[src/rtl/core/mlfq_ram.sv]
// ============================================================================
// mlfq_ram
// Generic single write port, single read port RAM with registered read data.
// ============================================================================
module mlfq_ram #(
   parameter int WIDTH = 8,
   parameter int DEPTH = 16
) (
   input  logic                     clock,
   input  logic                     wr_en,
   input  logic [$clog2(DEPTH)-1:0] wr_addr,
   input  logic [WIDTH-1:0]         wr_data,
   input  logic [$clog2(DEPTH)-1:0] rd_addr,
   output logic [WIDTH-1:0]         rd_data
);

   logic [WIDTH-1:0] mem [DEPTH];
   logic [WIDTH-1:0] rd_data_ff;

   always_ff @(posedge clock) begin
      if (wr_en) begin
         mem[wr_addr] <= wr_data;
      end
      rd_data_ff <= mem[rd_addr];
   end

   assign rd_data = rd_data_ff;

endmodule

[config.mk]
export PLATFORM = sky130hd
export DESIGN_NAME = mlfq_ram
export DESIGN_NICKNAME = d
export VERILOG_FILES = /design/src/rtl/core/mlfq_ram.sv
export SDC_FILE = /design/constraint.sdc
export NUM_CORES = 1
export LEC_CHECK = 0
export BUFFER_PORTS_ARGS = -buffer_cell sky130_fd_sc_hd__buf_2
export CAP_MARGIN = 30
export CORE_MARGIN = 2
export CORE_UTILIZATION = 50
export CTS_BUF_LIST = sky130_fd_sc_hd__clkbuf_4 sky130_fd_sc_hd__clkbuf_8
export CTS_CLUSTER_SIZE = 28
export DETAILED_ROUTE_END_ITERATION = 8
export PLACE_DENSITY = 0.77
export SKIP_CTS_REPAIR_TIMING = 1
export SYNTH_ARGS = -nofsm -noshare
export SYNTH_HDL_FRONTEND = slang
export SYNTH_SLANG_ARGS = --single-unit
[constraint.sdc]
create_clock -name clock -period 4.9 [get_ports clock]
set_clock_uncertainty 0.15 [all_clocks]
set_input_delay 0.735 -clock clock [delete_from_list [all_inputs] [get_ports clock]]
set_output_delay 0.735 -clock clock [all_outputs]
set_load 0.05 [all_outputs]
Word level (Yosys, flattened, before mapping)
Memories as Yosys holds them, arrays and structs flattened. A register that Yosys moved wholly into a read port is not among the register bits.
Cells that the tools add are included.
- multiplexer cells: 2
- operator list (cell ; count):
    $mux 1 ; 2
- memories: 1
- bits in writable memories: 128
- logic and storage cells: 3
- bits in registers: 0
- memories (memory ; depth ; bits a word ; rd ports ; clocked after Yosys merged registers in ; wr ports ; RTL line ; text):
    mem ; 16 ; 8 ; 1 ; 1 ; 1 ; 17 ; logic [WIDTH-1:0] mem [DEPTH];

Depth between registers and ports, before layout
- word-level depth: 2
- depth in mapped cells: 5

Worst setup path before layout
Ideal clock, no wire load.
- kind: input to register
- start point: input port wr_addr[2]
- end point: memory mem[0][0] (enable)
- data required time: 4.367 ns
- setup slack: 2.522 ns
- arrival: 1.845 ns
- stages: 2
- library setup time: 0.383 ns
- path through: or3b_2 -> nor3_1
- RTL lines (item ; RTL line ; text):
    start: declaration ; 11 ; input logic [$clog2(DEPTH)-1:0] wr_addr,
    end: declaration ; 17 ;
No word-level cell before the write port.

Worst setup path after layout
- start point: input port wr_addr[2]
- end point: memory mem[0][1] (enable)
No word-level cell before the write port.

==> metrics.md <==
| Metric | Value |
|---|---|
| CP Class | `in -> reg` |
| Pwr dens | `~420 nW/um2` |
| CP Data Arrival Time | `2.36 ns` |
| Cell Area, Synth | `between 5000 and 6000 um2` |
| Core Box Area | `10,100 um2` |
| Critical Path Stages | `4` |
| Worst Path Buf+Inv | `2` |
| Logic pwr share | `0.058` |
| Hold WC Path Type | `in -> reg` |
| Initial antenna violation count | `1` |
| RR Endpoint | `rd_data[3]$_DFF_P_` |
| Initial core utilization | `0.508` |
| Synth warn | `0` |
| Rows | `37` |
| CP top delay family | `simple AND/OR/NAND/NOR gates` |
| Worst-Margin Slew | `0.918 ns` |
| DR vias | `between 2,000 and 2,500` |
| Fillers | `~720` |
| TritonCTS Buffers | `17` |
| RSZ-0062 raised after global routing | `false` |
| Synthesized flop and latch total | `136` |
| CP Max Fanout | `5` |
| Critical path startpoint | `wr_addr[2]` |
| Critical Path Start Type | `input port` |
| CP Cell Sequence | `buf_2 > or3b_2 > nor3_1 > buf_4` |
| EDFF count, synth | `between 100 and 150` |
| First-pass GRT wire length | `between 10 and 15 mm` |
| Highest Signal Layer | `met4` |
| Final RePlAce weighted congestion | `around 0.77` |
| Switching Fraction | `0.205` |
| DIE WIDTH | `around 110 um` |
| Worst path required time | `4.89 ns` |
| R2R cell count | `3` |
| Switching power | `0.505 mW` |
| Share of layout cells above drive strength 1 | `0.281` |
| First-pass iteration count of the detailed router | `5` |
| Crit path capture | `mem[0][1]$_DFFE_PP_` |
| Die Ht | `between 100 and 150 um` |
| Status | `complete, no violations` |
| Post-synth ARST share | `0` |
| Clk root buf | `clkbuf_8` |
| Gr ovfl total | `0` |
| CTS sink cnt | `136` |
| Peak VDD IR | `about 0.26 mV` |
| Area of the multi-input gates | `about 1100 um2` |
| Seq pwr share | `0.532` |
| Unique masters post-synth | `19` |
| Total Wirelength | `slightly below 10 mm` |
| Vias in the first global route | `2,449` |
| Synth-to-Final Area Change | `13.9%` |
| Initial DRC count | `~240` |
| Final Slew Violations | `0` |
| Crit path time final | `between 2 and 2.5 ns` |
| Pin count of the biggest net entering global routing | `33` |
| Top FF cell, synth | `edfxtp_1` |
| R2R setup slack | `~3.3 ns` |
| Max stage delay on crit path | `0.70 ns` |
| Mapped Nets | `~250` |
| Endpoints failing setup | `0` |
| Clock power frac | `0.410` |
| CP Capture Type | `flop` |
| Post-Synthesis Cells | `229` |
| Slew Limit Headroom | `0.386` |
| Worst-Skew Late Latency | `around 0.43 ns` |
| Fin nets | `between 200 and 300` |
| Worst r2r src | `mem[1][3]$_DFFE_PP_` |
| # H-tree levels | `4` |
| Internal | `1.95 mW` |
| Max_cap viols | `0` |
| Clock Path Buffers | `2` |
| All-Layer GR Usage | `0.189` |
| Pleak | `between 1.5 and 2 nW` |
| PortBufs | `25` |
| I/O Pins | `26` |
| Met3 wire len | `about 830 um` |
| Post-route DRC | `0` |
| Worst setup margin | `2.53 ns` |
| Fmax | `approximately 0.42 GHz` |
| Fin. Hold Viols | `0` |
| Die ar. | `about 11,000 um2` |
| Met2 WL | `4.82 mm` |
| Clk slew on worst S/H paths | `~0.07 ns` |
| DP Wirelength | `approximately 6.2 mm` |
| Mean post-synth cell area | `approximately 22 um2` |
| M1 WL | `~4 mm` |
| Wire per inst | `~23 um` |
| Pre-CTS setup slack | `around 2.1 ns` |
| Setup TNS | `0 ns` |
| Number of routed nets with antenna violations | `0` |
| Fin crit share | `0.483` |
| CTS tree | `done` |
| Average vias per placed instance | `5.84` |
| Sequential area share after synthesis | `0.778` |
| Slowest CP cell | `nor3_1` |
| Reg area | `4000 um2` |
## metal layers
layer  GRT usage  vias up
met1       0.264     1264
met3      0.0699        9
met2       0.280      118
met4      0.0619        0
met5           0        -
li1            -     1052
## state kept, by name (all words and copies together) (netlist names)
signal   cells
rd_data      8
mem        128
## power groups by stage
stage | sequential, mW | clock (mW) | combinational, mW
after global routing | 1.31 | 1.07 | 0.151
after global placement | 1.33 | 0 | 0.136
after CTS | 1.31 | 1.02 | 0.144
after floorplan | 1.36 | 0 | 0.0660
final | 1.31 | 1.01 | 0.142
after detailed placement | 1.33 | 0 | 0.143
## how the worst min path moves through the flow
stage / cells after the start / from / slack (ns) / endpoint
4_1_cts: 1 / wr_data[6] / 0.52 / mem[2][6]$_DFFE_PP_
2_1_floorplan: 3 / mem[7][0]$_DFFE_PP_ / 0.48 / rd_data[0]$_DFF_P_
3_3_place_gp: 3 / mem[4][2]$_DFFE_PP_ / 0.50 / rd_data[2]$_DFF_P_
3_5_place_dp: 3 / mem[7][1]$_DFFE_PP_ / 0.52 / rd_data[1]$_DFF_P_
6_report: 1 / wr_data[6] / 0.54 / mem[3][6]$_DFFE_PP_
5_1_grt: 1 / wr_data[2] / 0.52 / mem[7][2]$_DFFE_PP_
## cells in the mapped netlist, types with 3 or more instances
library cell,instances,share of area
a22oi_1,16,0.023
nor2_1,13,0.0095
buf_6,3,0.0066
mux4_1,14,0.071
dfxtp_1,8,0.031
nor3_1,4,0.0039
mux4_2,18,0.079
buf_2,3,0.0029
edfxtp_1,128,0.75
clkdlybuf4s25_2,3,0.0058
nand2_1,9,0.0066
## kinds of logic (layout without fill, tap and decap cells)
group,after synthesis,after routing,synth area share
flops,136,136,0.778
simple gates,35,35,0.0318
mux,32,32,0.150
other cells,0,1,0
compound gates,16,16,0.0233
buf+inv,10,62,0.0168
## cell usage in the layout, fill, tap and decap left out, types with 4 or more instances in the layout
cell type / n
dfxtp_1: 8
nand2_1: 9
buf_2: 25
nor2_1: 13
buf_4: 4
edfxtp_1: 128
clkbuf_8: 17
mux4_1: 14
a22oi_1: 16
nor3_1: 4
mux4_2: 18
bufinv_16: 5
## final cells by class
type                    count  share of cell area
multi-input cells          83               0.180
well taps                 136              0.0290
repair buffers             30              0.0312
clock buffers              18              0.0412
flip-flops and latches    136               0.683
diodes                      1            0.000427
clock inverters            14              0.0350
## metrics by stage
step	instances	hold WS, ns	power [mW]	cell area (um2)	util
2_1_floorplan	229	0.479	1.42	5150	-
3_3_place_gp	383	0.504	1.47	5380	0.531
3_5_place_dp	385	0.517	1.48	5410	0.534
4_1_cts	417	0.524	2.47	5860	0.578
5_1_grt	418	0.521	2.53	5860	0.578
6_report	418	0.537	2.46	5860	0.578
## worst reg2reg max path: stages, from the launching register on
cell and delay (ns):
edfxtp_1 0.39, mux4_1 0.55, a22oi_1 0.29, nand2_1 0.12
No activity file was read; power rests on OpenSTA's default activity.
