[config.mk]
export PLATFORM = sky130hd
export DESIGN_NAME = mlfq_slot_alloc
export DESIGN_NICKNAME = d
export VERILOG_FILES = /design/src/rtl/core/mlfq_pkg.sv /design/src/rtl/core/mlfq_slot_alloc.sv
export SDC_FILE = /design/constraint.sdc
export NUM_CORES = 1
export LEC_CHECK = 0
export BUFFER_PORTS_ARGS = -buffer_cell sky130_fd_sc_hd__buf_2
export CORE_MARGIN = 4
export CORE_UTILIZATION = 60
export DETAILED_ROUTE_END_ITERATION = 8
export PLACE_DENSITY = 0.83
export SYNTH_ARGS = -nofsm -noshare
export SYNTH_HDL_FRONTEND = slang
export SYNTH_SLANG_ARGS = --single-unit
[constraint.sdc]
create_clock -name clock -period 1.8 [get_ports clock]
set_input_delay 0.36 -clock clock [delete_from_list [all_inputs] [get_ports clock]]
set_output_delay 0.36 -clock clock [all_outputs]
set_load 0.005 [all_outputs]
[src/rtl/core/mlfq_pkg.sv]
// ============================================================================
// mlfq_pkg
// Shared types, codes and reset values of the multilevel feedback queue
// scheduler.
// ============================================================================
package mlfq_pkg;

   localparam int MAX_LEVELS_DEF = 4;
   localparam int MAX_TASKS_DEF  = 64;

   localparam int TIME_W  = 32;
   localparam int ID_W    = 16;
   localparam int BURST_W = 16;
   localparam int QUANT_W = 16;
   localparam int LVCFG_W = 3;
   localparam int CSR_W   = 32;
   localparam int CSRI_W  = 3;
   localparam int STAT_W  = 2;

   localparam logic [CSRI_W-1:0] CSR_LEVELS = 3'd0;
   localparam logic [CSRI_W-1:0] CSR_PERIOD = 3'd1;
   localparam logic [CSRI_W-1:0] CSR_QUANT0 = 3'd2;
   localparam logic [CSRI_W-1:0] CSR_QUANT1 = 3'd3;
   localparam logic [CSRI_W-1:0] CSR_QUANT2 = 3'd4;
   localparam logic [CSRI_W-1:0] CSR_QUANT3 = 3'd5;

   localparam logic [STAT_W-1:0] ST_ACCEPTED = 2'd0;
   localparam logic [STAT_W-1:0] ST_RAN      = 2'd1;
   localparam logic [STAT_W-1:0] ST_IDLE     = 2'd2;
   localparam logic [STAT_W-1:0] ST_FULL     = 2'd3;

   localparam logic ACT_ARRIVE   = 1'b0;
   localparam logic ACT_DISPATCH = 1'b1;

   localparam logic [LVCFG_W-1:0] LEVELS_RST = 3'd3;
   localparam logic [TIME_W-1:0]  PERIOD_RST = 32'd100;
   localparam logic [QUANT_W-1:0] QUANT0_RST = 16'd8;
   localparam logic [QUANT_W-1:0] QUANT1_RST = 16'd16;
   localparam logic [QUANT_W-1:0] QUANT2_RST = 16'd32;
   localparam logic [QUANT_W-1:0] QUANT3_RST = 16'd64;

   typedef struct packed {
      logic              started;
      logic [ID_W-1:0]   task_id;
      logic [BURST_W-1:0] remaining;
   } slot_entry_type;

   typedef struct packed {
      logic set;
      logic clr;
   } alloc_cmd_type;

endpackage

[src/rtl/core/mlfq_slot_alloc.sv]
// ============================================================================
// mlfq_slot_alloc
// Busy map of task slots with a lowest-free-slot search.
// ============================================================================
module mlfq_slot_alloc #(
   parameter int MAX_TASKS = mlfq_pkg::MAX_TASKS_DEF
) (
   input  logic                         clock,
   input  logic                         reset,
   input  mlfq_pkg::alloc_cmd_type      cmd,
   input  logic [$clog2(MAX_TASKS)-1:0] set_idx,
   input  logic [$clog2(MAX_TASKS)-1:0] clr_idx,
   output logic [$clog2(MAX_TASKS)-1:0] free_idx,
   output logic                         full
);

   localparam int SW = $clog2(MAX_TASKS);

   logic [MAX_TASKS-1:0] busy_ff;
   logic [MAX_TASKS-1:0] busy_in;

   always_comb begin
      busy_in = busy_ff;
      if (cmd.set) begin
         busy_in[set_idx] = 1'b1;
      end
      if (cmd.clr) begin
         busy_in[clr_idx] = 1'b0;
      end
   end

   always_comb begin
      free_idx = '0;
      for (int i = MAX_TASKS - 1; i >= 0; i--) begin
         if (!busy_ff[i]) begin
            free_idx = SW'(i);
         end
      end
   end

   assign full = &busy_ff;

   always_ff @(posedge clock) begin
      if (reset) begin
         busy_ff <= '0;
      end else begin
         busy_ff <= busy_in;
      end
   end

   a_free_is_free: assert property (@(posedge clock) disable iff (reset)
      !full |-> !busy_ff[free_idx]) else $error("free slot is marked busy");
   a_set_sticks: assert property (@(posedge clock) disable iff (reset)
      cmd.set && !(cmd.clr && clr_idx == set_idx) |=> busy_ff[$past(set_idx)])
      else $error("allocated slot not marked busy");
   a_clr_sticks: assert property (@(posedge clock) disable iff (reset)
      cmd.clr && !cmd.set |=> !busy_ff[$past(clr_idx)])
      else $error("released slot still busy");

endmodule

# After elaboration in Yosys (flattened, before gate mapping)
# Index checks and enable logic that the tools add are counted.
# word_totals
reg_bits	64
latchBits	0
mem_bits_rw	0
rom_bits	0
in_bits	16
mem_count	0
# classes
n_addsub	0
mul	0
div_mod_pow	0
magnitude_cmp	4
n_eq_ne	0
shifts	0
mux	70
n_bitwise	3
n_reduce_logical	3
# op_table
cell	n
$mux 6	64
$mux 64	2
$and 64x64->64	1
$not 64->64	1
$or 64x64->64	1
$reduce_and 64->1	1
$lt 6x7->1 const B	2
$demux 1 s6	2
$ge 6x1->1 const B	2
$logic_and 1x1->1	2
$mux 1	2

# Depth between registers and ports, before layout
# Gate-level depths: netlist (run 1).
# logic_depth
word_depth	64
ltp_mapped	6
ltp_nobuf	5

# Worst setup path before layout (run 1)
# Ideal clock, no wire load.
# synth_timing
path_kind	register to output
from	register busy_ff[2]
to	output port full
t_arrival_ps	1209
required_ps	1440
slack_ps	231
stages_incl_launch_ff	5
path_buffers	0
path_cell_list	dfxtp_1 -> nand4_1 -> or3_1 -> nand4b_1 -> nor3_1
# synth_via
elab_chain_cells	1
# synth_lines
item	line	source
start, declared	mlfq_slot_alloc.sv:19	logic [MAX_TASKS-1:0] busy_ff;
start signal, assigned	mlfq_slot_alloc.sv:47	busy_ff <= busy_in;
$reduce_and 64->1	mlfq_slot_alloc.sv:41	assign full = &busy_ff;
end, declared	mlfq_slot_alloc.sv:14	output logic full
# No other way between the ends.

# Final worst setup path (run 1)
# layout_timing
from	register busy_ff[20]
to	output port full
# Same word-level chain as after synthesis.

==> results of run 1 <==
-- path summary, 6_finish.rpt --
check                           cells past startpoint     endpoint
worst min-delay path                                3  busy_ff[62]
worst max register to register                      5   busy_ff[0]
worst max-delay path                                5         full
worst min register to register                      2  busy_ff[25]
-- through the flow --
step                      total power, W  setup slack (ns)  hold WS (ns)  instances  utilization (%)
after floorplan                  0.00159             0.231         0.496        403                -
after global placement           0.00168            -0.140         0.513        532             74.1
after detailed placement         0.00168            -0.159         0.524        532             74.1
after CTS                        0.00269            -0.292         0.488        549             81.1
after global routing             0.00278            -0.468         0.520        556             84.8
final                            0.00274            -0.466         0.493        556             84.8
-- per-layer routing --
layer	vias to the layer above	share of wire (%)
met5	-	0
met2	432	42
met1	1844	35
li1	1719	-
met3	137	16
met4	0	7.9
-- power by group --
part	total (W)	switching [W]	internal (W)
Clock	0.00108	0.000554	0.000522
Combinational	0.000238	0.000166	0.0000716
Sequential	0.00143	0.0000124	0.00141
Total	0.00274	0.000733	0.00201
-- logic make-up (layout without fill, tap and decap cells) --
family	after synthesis	count (layout)	synth area share (%)
buf+inv	29	112	3.45
simple gates	135	135	23.2
flops	64	64	38.8
compound gates	175	175	34.6
-- layout make-up --
cell class | count | area [sq um] | share of cell area (%)
Timing Repair Buffer | 88 | 629 | 14.3
Tap cell | 70 | 87.6 | 1.99
Multi-Input combinational cell | 310 | 2140 | 48.5
Clock buffer | 13 | 149 | 3.37
Sequential cell | 64 | 1360 | 30.9
Inverter | 10 | 37.5 | 0.851
Clock inverter | 1 | 5.00 | 0.113
-- timing repair --
action                     4_1_cts  5_1_grt
setup endpoints to repair        7        7
pin swaps                       26       26
buffers inserted                 5        7
gates cloned                     0        0
resized for setup               60       48
hold endpoints to repair         0        0
-- placed cells by master (no fill, tap or decap), types with 16 or more instances in the layout --
cell and count:
dfxtp_2 36, buf_2 22, dfxtp_1 18, nand2_1 26, nor2_1 17, buf_4 62
a21oi_1 68, nand4_1 16, a211oi_1 64
-- worst max-delay path, delay by kind of cell, from the launching register on --
kind	cells	cell delay (ns)
AND/OR/NAND/NOR	4	0.99
flip-flops	1	0.42
buffers and inverters	1	0.15
==> flow_summary.ini, run 1 <==
[cells_and_area]
antenna_cells = 0
top_register = busy_ff
layout-drive-gt1-share_pct = 41.8
area_growth_pct = 33.6
reg_top3 = busy_ff x64
largest_reg_flops = 64
finalInstanceArea_sq_um = 4410
nFillCells = 285
nets = 499

[synth]
synthTopCellsByArea = dfxtp_1 (39%), a211oi_1 (16%), a21oi_1 (10%)
ys_seq_area_share_pct = 38.8
synth_common_cells = a211oi_1 (69), a21oi_1 (68), dfxtp_1 (64), nand2_1 (30), nor2_1 (20)
syn_inst = 403
yosysTopAreaCell = dfxtp_1
synth.top_cell.area_share_pct = 38.8
avgSynthCellArea_sq_um = 8.19
netlist_area_sq_um = 3300
synth-edff-count = 0
synth.most_common_cell = a211oi_1
synth_cell_types = 40
synth_warnings = 0
syn-num-nets = 419
async_flop_share_pct = 0
ys_ff_latch = 64
ys.flop_type = dfxtp_1

[worst_setup_path]
critPathSlowestCell = dfxtp_1
path_cells = nand4_1, nor2_2, nand4b_1, nor3_2, buf_2
worstSetupEndpointType = primary output
r2r-start = busy_ff[0]
crit_arrival_ns = 1.91
critPathRequiredTime_ns = 1.44
r2r_setup_slack_ns = 0.70
path_max_fanout = 5
crit_path_start_kind = register
slowest_delay_ns = 0.42
crit_type = register to primary output
critPathLaunch = busy_ff[20]

[place]
dp_hpwl_um = 7600
postPlaceCellArea_sq_um = 3860
routabilityCongestion = 1.00
port_buffers = 22

[floorplanning]
initial_core_util_pct = 63.4
core-area_sq_um = 5200
die_area_sq_um = 6750
dieHeight_um = 82.2
die_width_um = 82.2
io-pin-count = 23
rows = 26

[sta]
post-route-period-util_pct = 126
grt_setup_unrepaired = true
slew_viol_final = 0
setup_ws_ns = -0.466
setup_viol = 7
skew_ns = 0
setup-tns-final_ns = -2.76
clock.fmax_ghz = 0.441
tightest_slew_ns = 0.876
maxSlewHeadroom_pct = 41.4
hold_viol = 0
period_minus_slack_ns = 2.27

[global_route]
grt_max_degree = 65
groute.layer.met2.usage_pct = 57.2
grt_overflow = 0
grt.busiest_layer = met2
antenna_found_initial = 0
grt_pass1_wl_um = 19200
grt_usage_pct = 38.4
grt_pass1_vias = 3687
use_met3_pct = 8.68
met1_usage_pct = 49.4

[cts]
cts_made_buffers = 9
max-clock-path-buffers = 2
clk_latency_ns = 0.35
cts_hold_buf = 0
cts_tree = done
cts_num_sinks = 64
clk_pin_slew_ns = 0.07
clockRootBuffer = clkbuf_8
htreeDepth = 3

[status]
violations = negative setup slack
status = complete, but fails checks

[drt]
drcViolationCount = 0
post_drt_wl_per_cell_um = 24.0
ant_nets = 0
wl_um = 13400
drt-initial-drc-count = 867
via_count = 4132
via_per_inst = 7.43
dr.pass1.iters = 8

[power]
powerDensity_nw_per_um2 = 621
vdd_drop_max_v = 0.000498
p_leak_nw = 1.43

[min_path]
hp-class = input port to register
hp-start = reset

[job]
max-cap-violations = 0
(Power assumes the default switching activity.)
==> run 2, diff against run 1 <==
CORE_MARGIN = 2   (was 4)
==> run 2 against run 1 <==
Compared with the run above: die area is 9.5% lower; via count is 6.8% lower; worst setup slack better by 0.12 ns; register-to-register slack better by 0.20 ns; critical endpoint is now free_idx[0]; final cell count is 2.9% lower; highest routed layer unchanged; the run still ends with negative setup slack left; wire length is 14% lower; largest power group unchanged; clock skew stayed put.
==> flow_summary.ini, run 2 (synthesis gave the netlist of run 1 again) <==
[status]
status = complete, but fails checks
violations = negative setup slack

[drt]
dr.pass1.iters = 6
via_per_inst = 7.13
via_count = 3849
post_drt_wl_per_cell_um = 21.2
drcViolationCount = 0
wl_um = 11500
drt-initial-drc-count = 600
ant_nets = 0

[worst_setup_path]
slowest_delay_ns = 0.36
path_cells = nor2b_4, o221ai_2, a211oi_2, a211oi_2, buf_4, o211ai_1, buf_2
crit_path_start_kind = register
path_max_fanout = 4
worstSetupEndpointType = primary output
cpMostUsedCell = a211oi_2
critPathRequiredTime_ns = 1.44
critPathSlowestCell = dfxtp_2
crit_arrival_ns = 1.78
path_delay_family = compound AO/OA/AOI/OAI gates
worst-path-buf-inv = 2
crit_type = register to primary output

[global_route]
grt_overflow = 0
grt_pass1_wl_um = 17900
grt_pass1_vias = 3512
grt_max_degree = 65
grt.busiest_layer = met2
antenna_found_initial = 0
groute.layer.met2.usage_pct = 57.8
use_met3_pct = 8.62
grt_usage_pct = 38.0
met1_usage_pct = 49.0

[cts]
max-clock-path-buffers = 2
cts_tree = done
cts_num_sinks = 64
htreeDepth = 3
clk_pin_slew_ns = 0.07
clockRootBuffer = clkbuf_8
clk_latency_ns = 0.35
cts_hold_buf = 0
cts_made_buffers = 9

[floorplanning]
rows = 27
dieHeight_um = 78.2
core-area_sq_um = 5410
initial_core_util_pct = 61.1
io-pin-count = 23
die_area_sq_um = 6110
die_width_um = 78.2

[min_path]
hp-class = input port to register

[sta]
post-route-period-util_pct = 119
setup_viol = 7
slew_viol_final = 0
hold_viol = 0
maxSlewHeadroom_pct = 40.4
grt_setup_unrepaired = true
setup_ws_ns = -0.344
clock.fmax_ghz = 0.466
hold_slack_ns = 0.484
period_minus_slack_ns = 2.14
skew_ns = 0
tightest_slew_ns = 0.890

[power]
vdd_drop_max_v = 0.000558
totalPowerFinal_w = 0.00292
p_leak_nw = 1.31
powerDensity_nw_per_um2 = 697

[place]
dp_hpwl_um = 7180
port_buffers = 22
routabilityCongestion = 0.965
pre_cts_ws_ns = -0.0795

[cells_and_area]
nets = 481
layout_common_cells = a21oi_1 (68), a211oi_1 (64), buf_4 (47)
top_register = busy_ff
final_common_cell = a21oi_1
area_growth_pct = 27.0
postLayoutCoreUtil_pct = 77.6
layout-drive-gt1-share_pct = 36.3
reg_top3 = busy_ff x64
largest_reg_flops = 64
antenna_cells = 0

[job]
max-cap-violations = 0
-- run 2: cell type report --
class	instances	area [sq um]
fillers	358	1210
well taps	72	90.1
flip-flops and latches	64	1340
inverters	10	37.5
repair buffers	70	483
multi-input cells	310	2050
clock buffers	11	151
clock inverters	3	42.5
-- run 2: report_power, final --
group / leakage (nW) / internal [W] / switching [W] / total [W]
Clock: 0.0973 / 0.000697 / 0.000570 / 0.00127
Sequential: 0.537 / 0.00142 / 0.0000110 / 0.00143
Combinational: 0.679 / 0.0000661 / 0.000154 / 0.000220
-- run 2: worst paths after layout --
kind                               endpoint  cells past startpoint  slack, ns        start
worst max register to register  busy_ff[45]                      3       0.90  busy_ff[45]
worst min register to register  busy_ff[36]                      2       0.54  busy_ff[36]
worst max-delay path            free_idx[0]                      7      -0.34  busy_ff[62]
worst min-delay path            busy_ff[14]                      3       0.48        reset
-- run 2: routing by layer --
layer / vias up / wire length (um)
li1: 1687 / -
met1: 1788 / 4260
met2: 295 / 5030
met3: 79 / 1460
met4: 0 / 705
met5: - / 0
-- run 2: repair_timing --
item,in CTS,in global routing
pin swaps,17,15
setup buffers,3,1
setup endpoints to repair,7,7
gates resized for setup,48,26
cloned,0,0
-- run 2: through the flow --
| step | std cells | setup TNS (ns) | area, sq um |
|---|---|---|---|
| detailed placement | 522 | -0.111 | 3770 |
| global route | 540 | -2.73 | 4190 |
| global placement | 522 | -0.0745 | 3770 |
| floorplan | 403 | 0 | 3300 |
| finish | 540 | -2.31 | 4190 |
| CTS | 539 | -2.00 | 4120 |
-- run 2: worst reg2reg max path: cells and delay by family, from the launching register on --
family	cells	cell delay, ns
compound gates	2	0.31
buf+inv	1	0.11
flops	1	0.37
==> run 3, diff against run 2 <==
CAP_MARGIN = 25   (was not set)
CORE_UTILIZATION = 65   (was 60)
PLACE_DENSITY = 0.89   (was 0.83)
clock period = 2.7 ns   (was 1.8 ns; I/O delays follow)
==> run 3 against run 2 <==
Compared with the run above: the flow now finishes without violations; power is 35% lower; core utilization is 1.4 points lower; clock power is 36% lower; via count is 8.6% lower; count of clock-buffer cells in the layout is 1 higher; sequential power is 33% lower; first-iteration DRC count is 21% lower; largest power group unchanged; clock skew stayed put; sequential share of layout area is 3.0 points higher; register-to-register slack better by 0.93 ns.
==> flow_summary.ini, run 3 (synthesis gave the netlist of run 1 again) <==
[floorplanning]
die_area_sq_um = 5670
die_width_um = 75.3
initial_core_util_pct = 68.5
dieHeight_um = 75.3
core-area_sq_um = 4820
io-pin-count = 23
rows = 25

[sta]
maxSlewHeadroom_pct = 35.0
hold_slack_ns = 0.532
hold_viol = 0
skew_ns = 0
clock.fmax_ghz = 0.394
post-route-period-util_pct = 93.9
slew_viol_final = 0
setup_viol = 0
setup-tns-final_ns = 0
grt_setup_unrepaired = false
tightest_slew_ns = 0.971
period_minus_slack_ns = 2.54

[place]
routabilityCongestion = 1.00
postPlaceCellArea_sq_um = 3480
dp_hpwl_um = 6870
port_buffers = 22

[worst_setup_path]
crit_arrival_ns = 2.00
worstSetupEndpointType = primary output
crit_path_start_kind = register
path_max_fanout = 4
crit_type = register to primary output
critPathRequiredTime_ns = 2.16

[cts]
cts_num_sinks = 64
clk_pin_slew_ns = 0.07
clockRootBuffer = clkbuf_8
cts_tree = done
cts_made_buffers = 9
clk_latency_ns = 0.35
cts_resized = 0
max-clock-path-buffers = 2
post-cts-setup-buffers = 0
htreeDepth = 3
cts_hold_buf = 0

[drt]
dr.pass1.iters = 6
via_per_inst = 7.12
via_count = 3518
ant_nets = 0
post_drt_wl_per_cell_um = 20.8
wl_um = 10300
drcViolationCount = 0
drt-initial-drc-count = 472

[cells_and_area]
largest_reg_flops = 64
antenna_cells = 0
reg_top3 = busy_ff x64
nets = 439
top_register = busy_ff
area_growth_pct = 11.1
finalInstanceArea_sq_um = 3670
layout-drive-gt1-share_pct = 14.5
layout_common_cells = a21oi_1 (68), a211oi_1 (68), dfxtp_1 (64)

[power]
p_leak_nw = 1.06
powerDensity_nw_per_um2 = 518
vdd_drop_max_v = 0.000400

[global_route]
grt_pass1_wl_um = 15900
grt_max_degree = 34
grt_pass1_vias = 3076
grt_usage_pct = 38.4
grt_overflow = 0
antenna_found_initial = 0

[status]
status = complete, no violations

[min_path]
hp-class = register to register

[job]
max-cap-violations = 0
run 3: cell types whose count changed in the layout (fill, tap and decap cells not counted), sizes merged:
cell    change
clkbuf      +1
buf        -42
run 3: final timing paths:
check / end / slack (ns) / startpoint / cells past startpoint
setup / recovery: free_idx[0] / 0.16 / busy_ff[16] / 6
hold / removal: busy_ff[39] / 0.53 / busy_ff[39] / 2
setup reg to reg: busy_ff[23] / 1.83 / busy_ff[23] / 2
hold reg to reg: busy_ff[39] / 0.53 / busy_ff[39] / 2
run 3: metrics by stage:
step	setup slack (ns)	total power, W	util, %	instances
floorplan	0.951	0.00106	-	403
global placement	0.654	0.00111	72.2	479
detailed placement	0.659	0.00111	72.2	479
CTS	0.256	0.00189	76.1	494
global route	0.0727	0.00195	76.2	494
finish	0.164	0.00190	76.2	494
run 3: worst max-delay path, cell delays in order (launching register included):
cell      delay, ns
dfxtp_1        0.34
nand2b_1       0.14
a21boi_0       0.40
nor3_1         0.10
a221oi_1       0.38
o211ai_1       0.14
buf_2          0.15
run 3: final cells by class:
class                      instances  area (sq um)
clock buffer                      12           145
clock inverter                     3          42.5
fill                             372          1150
inverter                          10          37.5
multi-input combinational        310          1910
sequential                        64          1280
tap                               67          83.8
timing repair buffer              28           168
run 3: report_power, final:
part / internal (W) / switching (W)
combinational: 0.0000364 / 0.0000979
clock: 0.000445 / 0.000362
sequential: 0.000951 / 0.00000843
run 3: per-layer routing:
layer / share of wire, % / up-vias / routed length (um) / GRT usage (%)
li1: - / 1601 / - / -
met1: 40 / 1611 / 4070 / 53.1
met2: 44 / 261 / 4510 / 56.2
met3: 13 / 45 / 1360 / 8.84
met4: 3.4 / 0 / 346 / 19.1
met5: 0 / - / 0 / 0
